## src/sv/ps2_set1_scancode_to_ascii_core_assert.svh

```systemverilog
// Assertion macros for the PS/2 set 1 scan code translator.
// Expects clk and arst_n in the scope of use; no other dependencies.
`ifndef PS2_SET1_SCANCODE_TO_ASCII_CORE_ASSERT_SVH
`define PS2_SET1_SCANCODE_TO_ASCII_CORE_ASSERT_SVH

// property holds in the same cycle
`define PS2S1ASC_ASSERT(label, prop, msg) \
	label: assert property (@(posedge clk) disable iff (!arst_n) (prop)) else $error(msg);

// consequent holds in the cycle after the antecedent
`define PS2S1ASC_ASSERT_NEXT(label, ante, cons, msg) \
	label: assert property (@(posedge clk) disable iff (!arst_n) (ante) |=> (cons)) \
		else $error(msg);

`endif

```

## src/sv/ps2s1asc_pkg.sv

```systemverilog
// Shared types, key codes and character tables for the scan code translator.
// No dependencies.
package ps2s1asc_pkg;

	// keys at or above this number produce no character
	localparam int unsigned TABLE_ENTRIES = 88;

	localparam logic [6:0] SC_LCTRL  = 7'h1D;
	localparam logic [6:0] SC_LSHIFT = 7'h2A;
	localparam logic [6:0] SC_RSHIFT = 7'h36;
	localparam logic [6:0] SC_LALT   = 7'h38;
	localparam logic [6:0] SC_CAPS   = 7'h3A;

	typedef struct packed {
		logic [7:0] scan_byte;
	} scan_item_t;

	typedef struct packed {
		logic [6:0] ascii_code;
		logic       shift_down;
		logic       ctrl_down;
		logic       alt_down;
		logic       caps_on;
	} result_item_t;

	typedef struct packed {
		logic shift;
		logic ctrl;
		logic alt;
		logic caps;
	} mod_flags_t;

	// US layout, no modifier
	function automatic logic [6:0] plain_char(input logic [6:0] key);
		logic [6:0] c;
		case (key)
			7'h02: c = 7'h31;  7'h03: c = 7'h32;  7'h04: c = 7'h33;  7'h05: c = 7'h34;
			7'h06: c = 7'h35;  7'h07: c = 7'h36;  7'h08: c = 7'h37;  7'h09: c = 7'h38;
			7'h0A: c = 7'h39;  7'h0B: c = 7'h30;  7'h0C: c = 7'h2D;  7'h0D: c = 7'h3D;
			7'h0E: c = 7'h08;  7'h0F: c = 7'h09;
			7'h10: c = 7'h71;  7'h11: c = 7'h77;  7'h12: c = 7'h65;  7'h13: c = 7'h72;
			7'h14: c = 7'h74;  7'h15: c = 7'h79;  7'h16: c = 7'h75;  7'h17: c = 7'h69;
			7'h18: c = 7'h6F;  7'h19: c = 7'h70;  7'h1A: c = 7'h5B;  7'h1B: c = 7'h5D;
			7'h1C: c = 7'h0A;  7'h1E: c = 7'h61;  7'h1F: c = 7'h73;
			7'h20: c = 7'h64;  7'h21: c = 7'h66;  7'h22: c = 7'h67;  7'h23: c = 7'h68;
			7'h24: c = 7'h6A;  7'h25: c = 7'h6B;  7'h26: c = 7'h6C;  7'h27: c = 7'h3B;
			7'h28: c = 7'h27;  7'h29: c = 7'h60;  7'h2B: c = 7'h5C;
			7'h2C: c = 7'h7A;  7'h2D: c = 7'h78;  7'h2E: c = 7'h63;  7'h2F: c = 7'h76;
			7'h30: c = 7'h62;  7'h31: c = 7'h6E;  7'h32: c = 7'h6D;  7'h33: c = 7'h2C;
			7'h34: c = 7'h2E;  7'h35: c = 7'h2F;  7'h37: c = 7'h2A;  7'h39: c = 7'h20;
			// keypad
			7'h47: c = 7'h37;  7'h48: c = 7'h38;  7'h49: c = 7'h39;  7'h4A: c = 7'h2D;
			7'h4B: c = 7'h34;  7'h4C: c = 7'h35;  7'h4D: c = 7'h36;  7'h4E: c = 7'h2B;
			7'h4F: c = 7'h31;  7'h50: c = 7'h32;  7'h51: c = 7'h33;  7'h52: c = 7'h30;
			7'h53: c = 7'h2E;
			default: c = 7'h00;
		endcase
		return c;
	endfunction

	// US layout with shift; covers the main block only
	function automatic logic [6:0] shifted_char(input logic [5:0] key);
		logic [6:0] c;
		case (key)
			6'h02: c = 7'h21;  6'h03: c = 7'h40;  6'h04: c = 7'h23;  6'h05: c = 7'h24;
			6'h06: c = 7'h25;  6'h07: c = 7'h5E;  6'h08: c = 7'h26;  6'h09: c = 7'h2A;
			6'h0A: c = 7'h28;  6'h0B: c = 7'h29;  6'h0C: c = 7'h5F;  6'h0D: c = 7'h2B;
			6'h0E: c = 7'h08;  6'h0F: c = 7'h09;
			6'h10: c = 7'h51;  6'h11: c = 7'h57;  6'h12: c = 7'h45;  6'h13: c = 7'h52;
			6'h14: c = 7'h54;  6'h15: c = 7'h59;  6'h16: c = 7'h55;  6'h17: c = 7'h49;
			6'h18: c = 7'h4F;  6'h19: c = 7'h50;  6'h1A: c = 7'h7B;  6'h1B: c = 7'h7D;
			6'h1C: c = 7'h0A;  6'h1E: c = 7'h41;  6'h1F: c = 7'h53;
			6'h20: c = 7'h44;  6'h21: c = 7'h46;  6'h22: c = 7'h47;  6'h23: c = 7'h48;
			6'h24: c = 7'h4A;  6'h25: c = 7'h4B;  6'h26: c = 7'h4C;  6'h27: c = 7'h3A;
			6'h28: c = 7'h22;  6'h29: c = 7'h7E;  6'h2B: c = 7'h7C;
			6'h2C: c = 7'h5A;  6'h2D: c = 7'h58;  6'h2E: c = 7'h43;  6'h2F: c = 7'h56;
			6'h30: c = 7'h42;  6'h31: c = 7'h4E;  6'h32: c = 7'h4D;  6'h33: c = 7'h3C;
			6'h34: c = 7'h3E;  6'h35: c = 7'h3F;  6'h37: c = 7'h2A;  6'h39: c = 7'h20;
			default: c = 7'h00;
		endcase
		return c;
	endfunction

endpackage

```

## src/sv/ps2s1asc_xlate.sv

```systemverilog
// Combinational scan code decode: modifier flag update and table lookup.
// Depends on ps2s1asc_pkg.
module ps2s1asc_xlate #(
	parameter int unsigned TABLE_ENTRIES = ps2s1asc_pkg::TABLE_ENTRIES
) (
	input  logic [7:0]               scan_byte,
	input  ps2s1asc_pkg::mod_flags_t flags,
	output logic [6:0]               ascii_code,
	output ps2s1asc_pkg::mod_flags_t flags_nxt
);
	import ps2s1asc_pkg::*;

	logic       released;
	logic [6:0] key;
	logic [6:0] c;

	assign released = scan_byte[7];
	assign key      = scan_byte[6:0];

	always_comb begin
		flags_nxt  = flags;
		ascii_code = 7'h00;
		c          = 7'h00;
		case (key)
			SC_LSHIFT, SC_RSHIFT: flags_nxt.shift = !released;
			SC_LCTRL:             flags_nxt.ctrl  = !released;
			SC_LALT:              flags_nxt.alt   = !released;
			SC_CAPS: begin
				if (!released)
					flags_nxt.caps = !flags.caps;
			end
			default: begin
				if (!released && ({1'b0, key} < 8'(TABLE_ENTRIES))) begin
					// shifted table ends at 0x3F; keypad keys use the plain one
					if (flags.shift && !key[6])
						c = shifted_char(key[5:0]);
					else
						c = plain_char(key);
					if (flags.caps && (c inside {[7'h41:7'h5A], [7'h61:7'h7A]}))
						c[5] = !c[5];
					ascii_code = c;
				end
			end
		endcase
	end
endmodule

```

## config.mk

```make
export PLATFORM = sky130hd
export DESIGN_NAME = ps2s1asc_xlate
export DESIGN_NICKNAME = d
export VERILOG_FILES = /design/src/sv/ps2_set1_scancode_to_ascii_core_assert.svh /design/src/sv/ps2s1asc_pkg.sv /design/src/sv/ps2s1asc_xlate.sv
export SDC_FILE = /design/constraint.sdc
export NUM_CORES = 1
export LEC_CHECK = 0
export ABC_AREA = 1
export BUFFER_PORTS_ARGS = -buffer_cell sky130_fd_sc_hd__buf_4
export CAP_MARGIN = 0
export CELL_PAD_IN_SITES_DETAIL_PLACEMENT = 0
export CELL_PAD_IN_SITES_GLOBAL_PLACEMENT = 1
export CORE_MARGIN = 5
export CORE_UTILIZATION = 42
export DETAILED_ROUTE_END_ITERATION = 7
export GPL_ROUTABILITY_DRIVEN = 0
export PLACE_DENSITY = 0.89
export SLEW_MARGIN = 10
export SYNTH_ARGS = -nofsm -noshare
export SYNTH_HDL_FRONTEND = slang
export SYNTH_SLANG_ARGS = --single-unit
```

## constraint.sdc

```tcl
create_clock -name vclk -period 6.8
set_input_delay 1.36 -clock vclk [all_inputs]
set_output_delay 1.36 -clock vclk [all_outputs]
set_load 0.01 [all_outputs]
```

# ---- After elaboration in Yosys (flattened, before gate mapping)
# Memories as Yosys holds them, arrays and structs flattened.
# Cells that the tools add are included.
dict set report word_totals {
  regBits 0
  memories 2
  wordCells 35
  rom_bits 1344
  out_inout_bits 11
}
dict set report classes {
  eq_ne 5
  n_reduce_logical 12
  muxes 11
  n_lt_le_gt_ge 5
}
# memory depth word_bits rd rd_ports_with_merged_regs wr line
set mem_list {}
lappend mem_list {{(name not given)} 128 7 1 0 0 ps2s1asc_pkg.sv:36} ;# case (key)
lappend mem_list {{(name not given)} 64 7 1 0 0 ps2s1asc_pkg.sv:64} ;# case (key)
# operator count
set op_table {}
lappend op_table {{$mux 7} 5}
lappend op_table {{$eq 7x6->1 const B} 4}
lappend op_table {{$ge 7x7->1 const B} 2}
lappend op_table {{$le 7x7->1 const B} 2}
lappend op_table {{$eq 7x5->1 const B} 1}
lappend op_table {{$lt 7x7->1 const B} 1}
lappend op_table {{$mux 1} 6}
lappend op_table {{$logic_and 1x1->1} 5}
lappend op_table {{$reduce_or 5->1} 1}
lappend op_table {{$logic_not 1->1} 4}
lappend op_table {{$reduce_bool 2->1} 1}
lappend op_table {{$reduce_or 2->1} 1}

# ---- Logic depth before layout (Yosys ltp)
dict set report logic_depth {
  word_depth 12
  mapped_depth 17
  ltp_nobuf 17
}

# ---- Worst setup path before layout
# No wires, ideal clock.
dict set report synth_timing {
  kind {input -> output}
  start {in scan_byte[1]}
  end {out ascii_code[5]}
  setup_slack_ns 2.574
  n_path_buf 0
  arrival_ns 2.866
  path_stages 15
  required_ns 5.440
  path_cell_list {inv_1 ha_1 inv_1 nand2_1 nand3_1 o21ai_0 nor2_1 nor2_1 nor2_1 nand2_1 nor2_1 nand2_1 nand4_1 nand2_1 nor2_1}
}
dict set report synth_via {
  elab_chain_cells 11
}
# element line
set synth_rtl {}
lappend synth_rtl {{start: declaration} ps2s1asc_xlate.sv:6} ;# input logic [7:0] scan_byte,
lappend synth_rtl {{$mem_v2 128x7 or $mem_v2 64x7 (tied branches)} n/a}
lappend synth_rtl {{$mux 7} ps2s1asc_xlate.sv:35} ;# if (flags.shift && !key[6])
lappend synth_rtl {{$mux 7} ps2s1asc_xlate.sv:33} ;# if (!released && ({1'b0, key} < 8'(TABLE_ENTRIES))) begin
lappend synth_rtl {{$mux 7} ps2s1asc_xlate.sv:24} ;# case (key)
lappend synth_rtl {{$ge 7x7->1 or $le 7x7->1 (tied branches)} ps2s1asc_xlate.sv:39} ;# if (flags.caps && (c inside {[7'h41:7'h5A], [7'h61:7'h7A]}))
lappend synth_rtl {{$logic_and 1x1->1} ps2s1asc_xlate.sv:39}
lappend synth_rtl {{$reduce_bool 2->1} ps2s1asc_xlate.sv:39}
lappend synth_rtl {{$logic_and 1x1->1} ps2s1asc_xlate.sv:39}
lappend synth_rtl {{$mux 1} ps2s1asc_xlate.sv:39}
lappend synth_rtl {{$mux 7} ps2s1asc_xlate.sv:33}
lappend synth_rtl {{$mux 7 (*)} ps2s1asc_xlate.sv:24}
lappend synth_rtl {{end: declaration} ps2s1asc_xlate.sv:8} ;# output logic [6:0] ascii_code,
# Mark *: on every way between the ends. The rest lies on a longest branch, timed or not. The select of a mux whose other input is x is not followed.

# ---- Worst setup path after layout
# Same ends and word-level chain as after synthesis.

==> results.yml <==
routing:
  dr.pass1.iters: 6
  vias_per_cell: 5.55
  ant_nets: 0
  drt-total-wl_um: 5440
  vias: 2160
  drt-wirelength-per-cell_um: 14.0
  drt_iter0_drc: 230
  drc_errors: 0
yosys:
  netlist.area_leader.share_pct: 29.1
  yosysUniqueCellTypes: 26
  syn_nets: 357
  yosysMostFrequentCell: "nand2_1"
  avgSynthCellArea_sq_um: 4.66
  synth.area.top_cells: "nand2_1 29%, nor2_1 14%, nand3_1 11%, ha_1 11%, inv_1 8.7%"
  synth_compound_area_share_pct: 15.8
  synth_mux_area_share_pct: 0
  synth_top_cell_by_area: "nand2_1"
  syn_area_sq_um: 1550
  ys_seq_area_share_pct: 0
  synth-adder-area-share_pct: 10.5
  synth_top_family_by_area: "simple AND/OR/NAND/NOR gates"
  synth_warnings: 0
  ys_top_cells_by_count: "120 x nand2_1, 59 x nor2_1, 36 x inv_1, 35 x nand3_1, 19 x o21ai_0"
  syn-instance-count: 332
  post_synth_and_or_nand_nor_area_fraction_pct: 58.5
  synth_xor_area_share_pct: 0.566
finish:
  clkbuf_count: 0
  sequential_cell_total: 0
  layoutNonFillerInstCount: 389
  fin_area_sq_um: 1690
  drive_above_1_share_pct: 8.21
  ff_latch_area_sq_um: 0
  num_antenna_cells: 0
  num-fill-cells: 418
  multiInputGateArea_sq_um: 1320
  fin_nets: 368
  area_delta_synth_final_pct: 9.38
grt:
  track_usage_pct: 21.8
  grt_max_degree: 30
  overflow: 0
  antenna_found_initial: 0
  first_global_vias: 1938
  grt_pass1_wl_um: 9260
power_and_ir_drop:
  irDropWorstVdd_v: 0.0000297
  power_density_nw_per_um2: 67.0
  leakage_nw: 0.975
floorplan:
  die_h_um: 70.7
  die_area_sq_um: 5000
  ioPinCount: 23
  rows: 22
  dieWidth_um: 70.7
  coreArea_sq_um: 3610
  initial_utilization_pct: 42.9
timing:
  layout_setup_ws_ns: 1.95
  tightestPinTransition_ns: 0.699
  relSlewSlack_pct: 53.4
  finalMaxSlewViolations: 0
  period_share_pct: 71.3
  finalSetupViolations: 0
  rsz0062_at_grt: "false"
  clock.fmax_ghz: 0.206
  period_minus_slack_ns: 4.85
  hold_viol: 0
  final.setup.tns_ns: 0
critical_path:
  cp_common_cell: "nand2_1"
  slowest_stage: "ha_1"
  worstPathRequired_ns: 5.44
  path_class: "in2out"
  arrival_ns: 3.49
  path_cells: "buf_4, inv_1, ha_1, inv_1, nand2_1, nand2_1, nand2_1, nand2_1, o21ai_0, nand2_1, nand3_1, nand3_1, a21boi_1, nor2_1, nor2_1, nor2_1, buf_4"
  start_kind: "primary input"
  crit_family: "simple AND/OR/NAND/NOR gates"
  worst-path-buf-inv: 4
  slowest_delay_ns: 0.39
  end_kind: "output port"
  path_max_fanout: 13
run_status:
  status: "finished clean"
min_path:
  hold_class: "in2out"
place:
  port_buffers: 23
  dpl_cell_area_sq_um: 1690
  dpl.hpwl_um: 4160
  pre_cts_ws_ns: 1.96
  dp.cells: 389
clock_network:
  cts_resized: 0
  cts_hold_buffers: 0
  postCtsSetupRepairBufs: 0
run:
  drv_cap: 0
routing by layer:
layer	global-route usage, %	vias up	wire length [um]
li1	-	1068	-
met1	30.6	925	2350
met2	35.0	153	2340
met3	1.56	14	580
met4	7.31	0	172
met5	0	-	0
cell type report:
class | instances | area share, %
Timing Repair Buffer | 23 | 10.2
Tap cell | 48 | 3.55
Multi-Input combinational cell | 281 | 78.0
Inverter | 37 | 8.20
placed cells by master, fill, tap and decap left out, drive strengths merged:
master,count
a21boi,2
a21oi,13
buf,23
ha,13
inv,37
nand2,122
nand3,35
nand4,4
nor2,60
nor3,3
o2111ai,1
o211ai,1
o21ai,22
o21bai,1
o221ai,1
o311ai,1
o32ai,1
xor2,1
tightest hold or removal path: stages:
cell and delay (ns):
buf_4 0.09, xor2_1 0.05, buf_4 0.14
cell families (layout without fill, tap and decap cells):
kind of cell    count (synthesis)  in the layout
compound gates                 43             43
xor+xnor                        1              1
fa+ha+maj                      13             13
buf+inv                        51             60
simple gates                  224            224
stage by stage:
step | utilization, % | power, mW | hold WS [ns]
after global routing | 46.9 | 0.127 | 3.02
final | 46.9 | 0.113 | 3.00
after CTS | 46.9 | 0.111 | 3.00
after detailed placement | 46.9 | 0.110 | 3.00
after floorplan | - | 0.0789 | 2.80
after global placement | 46.9 | 0.112 | 3.00
power breakdown:
part	internal (mW)	leakage, nW	switching (mW)
sequential	0	0	0
combinational	0.0377	0.975	0.0757
clock	0	0	0
total	0.0377	0.975	0.0757
worst paths after layout:
| check | from | endpoint | slack (ns) | cells after the start |
|---|---|---|---|---|
| worst max-delay path | scan_byte[1] | ascii_code[5] | 1.95 | 17 |
| worst min-delay path | flags[0] | flags_nxt[0] | 3.00 | 3 |
Note: power is estimated with default switching activity, not from simulation.
